[config.mk]
export PLATFORM = sky130hd
export DESIGN_NAME = scanline_event_scheduler
export DESIGN_NICKNAME = d
export VERILOG_FILES = /design/src/ses_pkg.sv /design/src/ses_cell.sv /design/src/scanline_event_scheduler.sv
export VERILOG_INCLUDE_DIRS = /design/src /design/src/src
export SDC_FILE = /design/constraint.sdc
export NUM_CORES = 1
export LEC_CHECK = 0
export BUFFER_PORTS_ARGS = -buffer_cell sky130_fd_sc_hd__buf_2
export CAP_MARGIN = 25
export CORE_AREA = 2 2 246 248
export DETAILED_ROUTE_END_ITERATION = 8
export DIE_AREA = 0 0 248 250
export HOLD_SLACK_MARGIN = 0.1
export PLACE_DENSITY_LB_ADDON = 0.12
export SETUP_SLACK_MARGIN = 0.3
export SLEW_MARGIN = 20
export SYNTH_ARGS = -nofsm -noshare
export SYNTH_HDL_FRONTEND = slang
export SYNTH_SLANG_ARGS = --single-unit
[constraint.sdc]
create_clock -name clk -period 4 [get_ports clk]
set_input_delay 0 -clock clk [delete_from_list [all_inputs] [get_ports clk]]
set_output_delay 0 -clock clk [all_outputs]
set_load 0.01 [all_outputs]
[src/scanline_event_scheduler_macros.svh]
// Assertion helpers for the scanline event scheduler.
`ifndef SCANLINE_EVENT_SCHEDULER_MACROS_SVH
`define SCANLINE_EVENT_SCHEDULER_MACROS_SVH

// Same-cycle implication, disabled while reset is asserted.
`define SES_ASSERT_IMPL(label, clk, rst_n, ante, cons) \
	label: assert property (@(posedge clk) disable iff (!rst_n) (ante) |-> (cons)) \
		else $error("scheduler check failed");

// Next-cycle implication, disabled while reset is asserted.
`define SES_ASSERT_NEXT(label, clk, rst_n, ante, cons) \
	label: assert property (@(posedge clk) disable iff (!rst_n) (ante) |=> (cons)) \
		else $error("scheduler check failed");

`endif

[src/ses_pkg.sv]
`default_nettype none

package ses_pkg;

	localparam int MAX_EVENTS   = 16;
	localparam int RESULT_LIMIT = 16;
	localparam int CNT_W        = $clog2(MAX_EVENTS + 1);
	localparam int IDX_W        = (MAX_EVENTS > 1) ? $clog2(MAX_EVENTS) : 1;
	localparam int NRES_W       = (RESULT_LIMIT > 1) ? $clog2(RESULT_LIMIT) : 1;

	typedef enum logic [2:0] {
		OP_ADD      = 3'd0,
		OP_REMOVE   = 3'd1,
		OP_RM_HNDLR = 3'd2,
		OP_CLEAR    = 3'd3,
		OP_FRAME    = 3'd4,
		OP_MATCH    = 3'd5
	} op_t;

	typedef enum logic [1:0] {
		CELL_HOLD,
		CELL_INSERT,
		CELL_DEL_EXACT,
		CELL_DEL_HNDLR
	} cell_cmd_t;

	typedef enum logic [2:0] {
		S_IDLE,
		S_EXEC,
		S_RMALL,
		S_FINISH,
		S_FIRE
	} state_t;

	typedef struct packed {
		logic [7:0] line;
		logic [7:0] handler;
	} entry_t;

	// Signals rippling from one cell to the next one up the row.
	typedef struct packed {
		logic le;   // this cell and all below hold a line not above the key
		logic hit;  // a deletion match exists at or below this cell
	} cell_link_t;

endpackage

`default_nettype wire

[src/ses_cell.sv]
`default_nettype none

module ses_cell (
	input  wire logic                clk,
	input  wire ses_pkg::cell_cmd_t  cmd,
	input  wire ses_pkg::entry_t     key,
	input  wire logic                occupied,
	input  wire ses_pkg::entry_t     prev_entry,
	input  wire ses_pkg::cell_link_t prev_link,
	input  wire ses_pkg::entry_t     next_entry,
	output ses_pkg::entry_t          entry,
	output ses_pkg::cell_link_t      link,
	output logic                     eq_next
);

	ses_pkg::entry_t entry_q;
	logic            match;

	always_comb begin
		case (cmd)
			ses_pkg::CELL_DEL_EXACT: match = occupied && (entry_q.line == key.line) &&
				(entry_q.handler == key.handler);
			ses_pkg::CELL_DEL_HNDLR: match = occupied && (entry_q.handler == key.handler);
			default: match = 1'b0;
		endcase
		link.le  = occupied && (entry_q.line <= key.line);
		link.hit = prev_link.hit || match;
	end

	// Insert: cells above the insertion point take their lower neighbor,
	// the cell at the point takes the new entry. Delete: cells at and above
	// the first match take their upper neighbor.
	always_ff @(posedge clk) begin
		case (cmd)
			ses_pkg::CELL_INSERT: begin
				if (!link.le) begin
					entry_q <= prev_link.le ? key : prev_entry;
				end
			end
			ses_pkg::CELL_DEL_EXACT, ses_pkg::CELL_DEL_HNDLR: begin
				if (link.hit) begin
					entry_q <= next_entry;
				end
			end
			default: begin
			end
		endcase
	end

	assign entry   = entry_q;
	assign eq_next = (entry_q.line == next_entry.line);

endmodule

`default_nettype wire

[src/scanline_event_scheduler.sv]
// Scanline event scheduler: a line-sorted table of (scanline, handler) events.
// Command channel: opcode, line and handler transfer when cmd_valid is high and
// cmd_stall is low. Result channel: status, fire_valid, fired_handler, last,
// compare_write, compare_line, irq_enable and irq_flag_clear transfer when
// res_valid is high and res_stall is low. last marks the final result of a command.
// One command is worked on at a time; cmd_stall is high from the transfer until
// its final result has been loaded into the output register.
// Remove-for-handler works through the cell row, which deletes one entry per
// cycle. A line match gives one fired handler per cycle, read from the single
// cursor port on the row, as long as the output slot is free.
// A new command may transfer while the previous result still waits in the
// output register. When the receiver stalls, the result holds and the sequencer
// waits for the output slot before producing the next result.
// Reset empties the table, rewinds the cursor and clears the interrupt enable;
// the entry storage itself is not cleared.
`default_nettype none

`include "scanline_event_scheduler_macros.svh"

module scanline_event_scheduler (
	input  wire logic       clk,
	input  wire logic       arst_n,
	input  wire logic       cmd_valid,
	output logic            cmd_stall,
	input  wire logic [2:0] opcode,
	input  wire logic [7:0] line,
	input  wire logic [7:0] handler,
	output logic            res_valid,
	input  wire logic       res_stall,
	output logic            status,
	output logic            fire_valid,
	output logic [7:0]      fired_handler,
	output logic            last,
	output logic            compare_write,
	output logic [7:0]      compare_line,
	output logic            irq_enable,
	output logic            irq_flag_clear
);

	localparam int MAX = ses_pkg::MAX_EVENTS;

	// Sequencer state.
	ses_pkg::state_t               state_q, state_d;
	logic [ses_pkg::CNT_W-1:0]     count_q, count_d;
	logic [ses_pkg::CNT_W-1:0]     cursor_q, cursor_d;
	logic                          enable_q, enable_d;
	logic                          found_q, found_d;
	logic [ses_pkg::NRES_W-1:0]    nres_q, nres_d;
	ses_pkg::op_t                  op_q;
	ses_pkg::entry_t               key_q;

	// Output register.
	logic       res_valid_q;
	logic       status_q, fire_valid_q, last_q, cw_q, clr_q, en_q;
	logic [7:0] fired_q, cl_q;

	// Result being produced in this cycle.
	logic       emit;
	logic       r_status, r_fire, r_last, r_cw, r_clr;
	logic [7:0] r_fired, r_cl;

	// Cell row.
	ses_pkg::cell_cmd_t  cell_cmd;
	ses_pkg::entry_t     entry_v [MAX];
	ses_pkg::entry_t     next_v  [MAX];
	ses_pkg::entry_t     prev_v  [MAX];
	ses_pkg::cell_link_t link_v  [MAX+1];
	logic                eq_next_v [MAX];
	logic                occ_v     [MAX];

	logic                      cmd_xfer;
	logic                      slot_free;
	logic [ses_pkg::IDX_W-1:0] cur_idx;
	logic [ses_pkg::CNT_W-1:0] cur_plus1;
	logic                      fire_last;

	assign link_v[0] = '{le: 1'b1, hit: 1'b0};

	for (genvar i = 0; i < MAX; i++) begin : g_cell
		assign occ_v[i] = (count_q > ses_pkg::CNT_W'(i));
		if (i == 0) begin : g_bottom
			assign prev_v[i] = key_q;
		end else begin : g_inner_prev
			assign prev_v[i] = entry_v[i-1];
		end
		if (i == MAX - 1) begin : g_top
			assign next_v[i] = entry_v[i];
		end else begin : g_inner_next
			assign next_v[i] = entry_v[i+1];
		end
		ses_cell u_cell (
			.clk        (clk),
			.cmd        (cell_cmd),
			.key        (key_q),
			.occupied   (occ_v[i]),
			.prev_entry (prev_v[i]),
			.prev_link  (link_v[i]),
			.next_entry (next_v[i]),
			.entry      (entry_v[i]),
			.link       (link_v[i+1]),
			.eq_next    (eq_next_v[i])
		);
	end

	assign cmd_stall = (state_q != ses_pkg::S_IDLE);
	assign cmd_xfer  = cmd_valid && !cmd_stall;
	assign slot_free = !res_valid_q || !res_stall;
	assign cur_idx   = cursor_q[ses_pkg::IDX_W-1:0];
	assign cur_plus1 = cursor_q + ses_pkg::CNT_W'(1);
	// The run ends at the table's end, at a change of line, or at the result limit.
	assign fire_last = (cur_plus1 >= count_q) || !eq_next_v[cur_idx] ||
		(nres_q == ses_pkg::NRES_W'(ses_pkg::RESULT_LIMIT - 1));

	always_comb begin
		state_d   = state_q;
		count_d   = count_q;
		cursor_d  = cursor_q;
		enable_d  = enable_q;
		found_d   = found_q;
		nres_d    = nres_q;
		cell_cmd  = ses_pkg::CELL_HOLD;
		emit      = 1'b0;
		r_status  = 1'b0;
		r_fire    = 1'b0;
		r_fired   = 8'd0;
		r_last    = 1'b1;
		r_cw      = 1'b0;
		r_cl      = 8'd0;
		r_clr     = 1'b0;

		case (state_q)
			ses_pkg::S_IDLE: begin
				if (cmd_xfer) begin
					state_d = ses_pkg::S_EXEC;
				end
			end

			ses_pkg::S_EXEC: begin
				case (op_q)
					ses_pkg::OP_ADD: begin
						if (slot_free) begin
							emit    = 1'b1;
							state_d = ses_pkg::S_IDLE;
							if (key_q.handler != 8'd0 &&
								count_q != ses_pkg::CNT_W'(MAX)) begin
								cell_cmd = ses_pkg::CELL_INSERT;
								count_d  = count_q + ses_pkg::CNT_W'(1);
								enable_d = 1'b1;
								r_status = 1'b1;
							end
						end
					end
					ses_pkg::OP_REMOVE: begin
						cell_cmd = ses_pkg::CELL_DEL_EXACT;
						found_d  = link_v[MAX].hit;
						if (link_v[MAX].hit) begin
							count_d = count_q - ses_pkg::CNT_W'(1);
						end
						state_d = ses_pkg::S_FINISH;
					end
					ses_pkg::OP_RM_HNDLR: begin
						if (key_q.handler == 8'd0) begin
							if (slot_free) begin
								emit    = 1'b1;
								state_d = ses_pkg::S_IDLE;
							end
						end else begin
							found_d = 1'b0;
							state_d = ses_pkg::S_RMALL;
						end
					end
					ses_pkg::OP_CLEAR: begin
						if (slot_free) begin
							emit     = 1'b1;
							count_d  = '0;
							cursor_d = '0;
							enable_d = 1'b0;
							r_clr    = 1'b1;
							state_d  = ses_pkg::S_IDLE;
						end
					end
					ses_pkg::OP_FRAME: begin
						if (slot_free) begin
							emit     = 1'b1;
							cursor_d = '0;
							r_cw     = (count_q != '0);
							r_cl     = (count_q != '0) ? entry_v[0].line : 8'd0;
							state_d  = ses_pkg::S_IDLE;
						end
					end
					ses_pkg::OP_MATCH: begin
						if (cursor_q >= count_q) begin
							if (slot_free) begin
								emit    = 1'b1;
								state_d = ses_pkg::S_IDLE;
							end
						end else begin
							nres_d  = '0;
							state_d = ses_pkg::S_FIRE;
						end
					end
					default: begin
						if (slot_free) begin
							emit    = 1'b1;
							state_d = ses_pkg::S_IDLE;
						end
					end
				endcase
			end

			// One matching entry leaves the row per cycle until none is left.
			ses_pkg::S_RMALL: begin
				cell_cmd = ses_pkg::CELL_DEL_HNDLR;
				if (link_v[MAX].hit) begin
					count_d = count_q - ses_pkg::CNT_W'(1);
					found_d = 1'b1;
				end else begin
					state_d = ses_pkg::S_FINISH;
				end
			end

			ses_pkg::S_FINISH: begin
				if (slot_free) begin
					emit     = 1'b1;
					cursor_d = '0;
					r_status = found_q;
					if (count_q == '0) begin
						enable_d = 1'b0;
						r_clr    = 1'b1;
					end else begin
						enable_d = 1'b1;
						r_cw     = 1'b1;
						r_cl     = entry_v[0].line;
					end
					state_d = ses_pkg::S_IDLE;
				end
			end

			ses_pkg::S_FIRE: begin
				if (slot_free) begin
					emit     = 1'b1;
					r_fire   = 1'b1;
					r_fired  = entry_v[cur_idx].handler;
					r_last   = fire_last;
					cursor_d = cur_plus1;
					nres_d   = nres_q + ses_pkg::NRES_W'(1);
					if (fire_last) begin
						r_cw    = (cur_plus1 < count_q);
						r_cl    = (cur_plus1 < count_q) ? next_v[cur_idx].line : 8'd0;
						state_d = ses_pkg::S_IDLE;
					end
				end
			end

			default: begin
				state_d = ses_pkg::S_IDLE;
			end
		endcase
	end

	always_ff @(posedge clk or negedge arst_n) begin
		if (!arst_n) begin
			state_q     <= ses_pkg::S_IDLE;
			count_q     <= '0;
			cursor_q    <= '0;
			enable_q    <= 1'b0;
			found_q     <= 1'b0;
			nres_q      <= '0;
			res_valid_q <= 1'b0;
		end else begin
			state_q  <= state_d;
			count_q  <= count_d;
			cursor_q <= cursor_d;
			enable_q <= enable_d;
			found_q  <= found_d;
			nres_q   <= nres_d;
			if (emit) begin
				res_valid_q <= 1'b1;
			end else if (!res_stall) begin
				res_valid_q <= 1'b0;
			end
		end
	end

	// Command and result payload registers.
	always_ff @(posedge clk) begin
		if (cmd_xfer) begin
			op_q  <= ses_pkg::op_t'(opcode);
			key_q <= '{line: line, handler: handler};
		end
		if (emit) begin
			status_q     <= r_status;
			fire_valid_q <= r_fire;
			fired_q      <= r_fired;
			last_q       <= r_last;
			cw_q         <= r_cw;
			cl_q         <= r_cl;
			en_q         <= enable_d;
			clr_q        <= r_clr;
		end
	end

	assign res_valid      = res_valid_q;
	assign status         = status_q;
	assign fire_valid     = fire_valid_q;
	assign fired_handler  = fired_q;
	assign last           = last_q;
	assign compare_write  = cw_q;
	assign compare_line   = cl_q;
	assign irq_enable     = en_q;
	assign irq_flag_clear = clr_q;

	// A transferred command always starts the sequencer.
	`SES_ASSERT_NEXT(a_xfer_starts, clk, arst_n, cmd_xfer, state_q != ses_pkg::S_IDLE)
	// Firing only reads entries that are present in the table.
	`SES_ASSERT_IMPL(a_fire_in_table, clk, arst_n, state_q == ses_pkg::S_FIRE, cursor_q < count_q)
	// The table never holds more than its capacity.
	`SES_ASSERT_IMPL(a_count_cap, clk, arst_n, 1'b1, count_q <= ses_pkg::CNT_W'(MAX))

endmodule

`default_nettype wire

After elaboration in Yosys (flattened, before gate mapping)
Index checks and enable logic that the tools add are counted.
- input bits: 23
- register bits after elaboration: 317
- output and inout bits: 24
- reduce and logical (&&, ||, !) cells: 124
- bitwise operators: 2
- mux-type cells: 154
- add/subtract/negate cells: 4
- equality and inequality tests: 106
- $lt $le $gt $ge: 36
- operators by type and width (cell ; number):
    $mux 16 ; 47
    $pmux 16 s2 ; 15
    $eq 8x8->1 ; 47
    $bmux 16 s4 ; 2
    $le 8x8->1 ; 16
    $mux 8 ; 10
    $logic_and 1x1->1 ; 66
    $reduce_and 3->1 ; 16
    $ne 2x2->1 const B ; 23
    $pmux 1 s2 ; 23
    $gt 5x4->1 const B ; 8
    $mux 5 ; 7
    $ne 2x1->1 const B ; 16
    $pmux 5 s3 ; 2
    $mux 1 ; 28
    $pmux 8 s3 ; 1
    $mux 3 ; 7
    $gt 5x3->1 const B ; 4
    $logic_or 1x1->1 ; 18
    $ne 3x3->1 const B ; 5
    $pmux 3 s5 ; 1
    $eq 3x2->1 const B ; 4
    $mux 4 ; 3
    $reduce_and 4->1 ; 3
    34 further kinds ; 54

Longest topological paths before layout
- depth after elaboration: 26
- gate-level depth with buffers: 14

By module
A second synthesis with hierarchy kept.
- cells, all modules: 2485
- area, all modules: 25141.6 sq um
- modules (own cells, without submodules) (module ; area an instance (sq um) ; times used ; cells an instance ; sequential area each (sq um)):
    ses_cell ; 1247.4 ; 16 ; 129 ; 480.5
    scanline_event_scheduler ; 5182.5 ; 1 ; 421 ; 1731.7

Worst setup path before layout
No wires, ideal clock.
- path kind: reg2reg
- from: register key_q[9] in the netlist's numbering
- to: register g_cell[6].u_cell.entry_q (netlist bit g_cell[6].u_cell.entry[0]) (enable)
- path slack: -0.041 ns
- setup time: 0.411 ns
- required time: 3.589 ns
- stages on the path, launching flop included: 14
- buffers on the path: 3
- data arrival time: 3.629 ns
- cells stage by stage: edfxtp_1 > clkbuf_1 > inv_1 > ha_1 > nor2b_1 > o21ai_0 > nand2b_1 > a21oi_1 > o21ai_0 > o21ai_0 > and2_1 > clkbuf_1 > buf_2 > o21ai_0
- word-level cells in the longest chain between the ends: 12
- elaborated cells on any way between the ends: 39
- classes of those cells: order compare (1); eq/ne (9); mux (7); reduce/logical (22)
- ends and longest elaborated chain (item ; RTL line ; source):
    start: declaration ; scanline_event_scheduler.sv:50 ; ses_pkg::entry_t key_q;
    start signal: assignment ; scanline_event_scheduler.sv:289 ; key_q <= '{line: line, handler: handler};
    $eq 8x8->1 ; ses_cell.sv:21 ; ses_pkg::CELL_DEL_EXACT: match = occupied && (entry_q.line == key.line) &&
    $logic_and 1x1->1 (2 in a row) ; ses_cell.sv:21 ;
    $pmux 1 s2 ; ses_cell.sv:20 ; case (cmd)
    $logic_or 1x1->1 (6 in a row) ; ses_cell.sv:27 ; link.hit = prev_link.hit || match;
    $ne 2x1->1 (no line) ; - ;
    $reduce_and 3->1 (no line) (*) ; - ;
    end signal: assignment ; ses_cell.sv:37 ; entry_q <= prev_link.le ? key : prev_entry;
    end signal: assignment ; ses_cell.sv:42 ; entry_q <= next_entry;
    end: declaration ; ses_cell.sv:16 ; ses_pkg::entry_t entry_q;
Mark *: on every way between the ends. The rest lies on a longest branch, timed or not.
A chain may end at the register's enable or synchronous reset.

Worst setup path after layout
- from: register key_q[10] in the netlist's numbering
- to: register g_cell[13].u_cell.entry_q (netlist bit g_cell[13].u_cell.entry[7]) (enable)
- word-level cells in the longest chain between the ends: 19
- elaborated cells on any way between the ends: 74
- classes of those cells: order compare (1); eq/ne (16); mux (14); reduce/logical (43)
- ends and longest elaborated chain (item ; RTL line):
    $eq 8x8->1 ; ses_cell.sv:21
    $logic_and 1x1->1 (2 in a row) ; ses_cell.sv:21
    $pmux 1 s2 ; ses_cell.sv:20
    $logic_or 1x1->1 (13 in a row) ; ses_cell.sv:27
    $ne 2x1->1 (no line) ; -
    $reduce_and 3->1 (no line) (*) ; -
    end signal: assignment ; ses_cell.sv:37
    end signal: assignment ; ses_cell.sv:42
    end: declaration ; ses_cell.sv:16
Marked as above.

==> flow_metrics.env <==
export IMPL_drc=0
export IMPL_fmax_ghz=0.282
export IMPL_drtIter0Drc=1919
export IMPL_crit_path_max_fanout=8
export IMPL_reg2reg_depth=12
export IMPL_synth_compound_area_share_pct=12.7
export IMPL_synthSimpleGateAreaFrac_pct=11.8
export IMPL_path_cells="clkinvlp_4 -> buf_4 -> ha_1 -> nand4_1 -> or2_2 -> a2111oi_4 -> o21ai_0 -> and3_1 -> a21boi_1 -> and2_2 -> o211ai_1 -> buf_4"
export IMPL_place_congestion=0.905
export IMPL_nNetsFinal=2639
export IMPL_synthToLayoutAreaGrowth_pct=14.9
export IMPL_start_kind="register"
export IMPL_fin_crit_sh_pct=88.6
export IMPL_clock_tree_buffer_depth=3
export IMPL_antenna_found_initial=4
export IMPL_routed_wl_mm=86.3
export IMPL_routedWlPerCell_um=26.3
export IMPL_syn_cell_area_um2=24200
export IMPL_required_ns=4.28
export IMPL_power_leakage_nw=10.1
export IMPL_vias=19423
export IMPL_synth_edff_count=297
export IMPL_drv_slew=0
export IMPL_synth_top_family_by_area="multiplexers"
export IMPL_combPwrFrac_pct=48.6
export IMPL_timing_slew_headroom_pct=37.8
export IMPL_status="completed"
export IMPL_arrival_ns=3.82
export IMPL_overflow=0
export IMPL_whs_path_depth=2
export IMPL_core_area_um2=59600
export IMPL_synth_xor_area_share_pct=9.27
export IMPL_final_common_cell="nand2_1"
export IMPL_cell_internal_pwr_mw=9.82
export IMPL_hold_viol=0
export IMPL_hold_ws_ns=0.146
export IMPL_synthAdderAreaFrac_pct=7.56
export IMPL_max_stage_delay_ns=0.44
export IMPL_setup_viol=0
export IMPL_yosysWarnings=0
export IMPL_grt_pass1_vias=18753
export IMPL_grtUsageMet3_pct=3.30
export IMPL_async_reset_ff_share_pct=6.31
export IMPL_power_frac_clock_pct=21.4
export IMPL_fin_tns_setup_ns=0
export IMPL_grt_max_degree=143
export IMPL_grt_pass1_wl_mm=126
export IMPL_cts_clk_slew_worst_paths_ns=0.06
export IMPL_clock_skew_ns=0.0274
export IMPL_initial_utilization_pct=40.5
export IMPL_min_to="op_q[2]"
export IMPL_track_usage_pct=27.5
export IMPL_ios=47
export IMPL_vias_per_cell=5.92
export IMPL_cts_sink_count=317
export IMPL_rrSetupSlack_ns=0.45
export IMPL_period_needed_ns=3.55
export IMPL_drv_cap=0
export IMPL_p_seq_share_pct=30.0
export IMPL_insertion_delay_ns=0.58
export IMPL_crit_type="reg -> reg"
export IMPL_ir_drop_uv=497
export IMPL_die_h_um=250
export IMPL_final_cell_mix="nand2_1, edfxtp_1, o21ai_0"
export IMPL_drive_above_1_share_pct=17.5
export IMPL_synth_mux_area_share_pct=15.7
export IMPL_dr_pass1_iters=6
export IMPL_gr_usage_met1_pct=37.9
export IMPL_rsz0062_at_grt="false"
export IMPL_postSynthAreaPerCell_um2=10.4
export IMPL_busiest_layer="met2"
export IMPL_synth_main_ff_cell="edfxtp_1"
export IMPL_ys_seq_area_share_pct=39.0
export IMPL_cts_inserted_buffers=42
export IMPL_rows=90
export IMPL_synth_cell_types=83
export IMPL_cts_tree="yes"
export IMPL_worstReg2RegEnd="g_cell[13].u_cell.entry[7]"
export IMPL_path_common_cell="buf_4"
export IMPL_hp_class="in -> reg"
export IMPL_ys_seq_elements=317
export IMPL_timing_rr_start="key_q[10]"
export IMPL_slowest_stage="edfxtp_1"
export IMPL_dp_hpwl_mm=63.5
export IMPL_io_buffers=46
export IMPL_drt_antenna_violating_nets=0
export IMPL_power_per_cell_area_nw_per_um2=602
export IMPL_switchingPower_mw=6.89
export IMPL_syn_nets=2496
export IMPL_die_w_um=248
export IMPL_startpoint="key_q[10]"
export IMPL_syn_inst=2327
export IMPL_tightestPinTransition_ns=0.933
export IMPL_fillCellCount=5552
export IMPL_diodes=0
export IMPL_dieArea_um2=62000
export IMPL_endpoint_kind="register"
export IMPL_cts_root_buf="clkbuf_16"
export IMPL_switching_share_pct=41.2
export IMPL_hp_start="opcode[2]"
export IMPL_grtUsageMet2_pct=45.4
export IMPL_htree_levels=2
[state kept, by name (all words and copies together) (netlist names)]
name,count
cursor_q,5
res_valid,1
status,1
compare_write,1
fired_handler,8
found_q,1
g_cell.u_cell.entry,256
enable_q,1
compare_line,8
fire_valid,1
state_q,3
last,1
count_q,5
irq_enable,1
key_q,16
op_q,3
nres_q,4
irq_flag_clear,1
[through the flow]
step / instances / cell area [µm²] / power, mW / setup WS [ns] / utilization, %
final: 3279 / 27700 / 16.7 / 0.454 / 46.6
after global routing: 3279 / 27700 / 17.6 / 0.302 / 46.6
after CTS: 3236 / 27300 / 16.5 / 0.279 / 45.9
after detailed placement: 3142 / 25800 / 12.9 / 0.196 / 43.4
after global placement: 3141 / 25800 / 12.8 / 0.246 / 43.3
after floorplan: 2327 / 24200 / 10.4 / 0.324 / -
[cells by family after synthesis]
family                     Yosys count
DFF                                317
and+or+nand+nor                    611
AOI/OAI and AO/OA                  514
buffers and inverters              199
xor gates and xnor gates           254
adders and majority gates          146
muxes                              286
[power by group through the flow]
stage / Clock (mW) / Sequential [mW] / Combinational, mW
6_report: 3.58 / 5.01 / 8.12
5_1_grt: 3.76 / 5.04 / 8.83
2_1_floorplan: 0 / 4.93 / 5.51
4_1_cts: 3.65 / 5.00 / 7.88
3_3_place_gp: 0 / 5.06 / 7.71
3_5_place_dp: 0 / 5.06 / 7.84
[layout make-up]
cell class | instances | area, µm² | share of cell area, %
Clock buffer | 53 | 1120 | 4.04
Clock inverter | 18 | 124 | 0.446
Inverter | 38 | 165 | 0.595
Multi-Input combinational cell | 1811 | 13900 | 50.1
Sequential cell | 317 | 9430 | 34.0
Tap cell | 782 | 978 | 3.53
Timing Repair Buffer | 256 | 1990 | 7.17
Timing Repair inverter | 4 | 30.0 | 0.108
[Yosys cell counts, types with 25 or more instances]
cell type / n / share of area [%]
nand2_1: 300 / 4.7
edfxtp_1: 297 / 37
o21ai_0: 241 / 5.0
mux2i_1: 197 / 8.2
xnor2_1: 156 / 5.7
ha_1: 146 / 7.6
a21oi_1: 116 / 2.4
xor2_1: 96 / 3.5
nor2_1: 88 / 1.4
clkbuf_1: 84 / 1.3
mux4_2: 72 / 6.7
nand4_1: 69 / 1.8
o21a_1: 37 / 1.2
buf_2: 36 / 0.75
inv_1: 35 / 0.54
nor4_1: 31 / 0.80
nand3_1: 25 / 0.52
[worst max path at each step]
stage	endpoint	slack, ns	depth (start not counted)
CTS	g_cell[13].u_cell.entry[6]	0.28	13
global placement	g_cell[12].u_cell.entry[15]	0.25	11
finish	g_cell[13].u_cell.entry[7]	0.45	12
floorplan	g_cell[11].u_cell.entry[0]	0.32	11
detailed placement	g_cell[12].u_cell.entry[15]	0.20	11
global route	g_cell[13].u_cell.entry[6]	0.30	13
[worst max-delay path: cells and delay by family (launching register included)]
kind,cells,cell delay (ns)
and+or+nand+nor,4,0.96
AOI/OAI and AO/OA,4,0.84
buffers and inverters,3,0.72
DFF,1,0.44
adders and majority gates,1,0.28
[metal layers]
metal	vias to the layer above	part of all wire (%)
met3	136	5.5
met5	-	0
met4	0	3.0
met1	9680	44
li1	8932	-
met2	675	48
[repair_timing]
item,in CTS,in global routing
endpoints found under the hold margin,68,19
buffers inserted,0,36
pin swaps,0,2
hold buffers,23,1
gates resized for setup,2,21
gates cloned,0,5
endpoints found under the setup margin,16,74
Note: power is estimated with default switching activity, not from simulation.
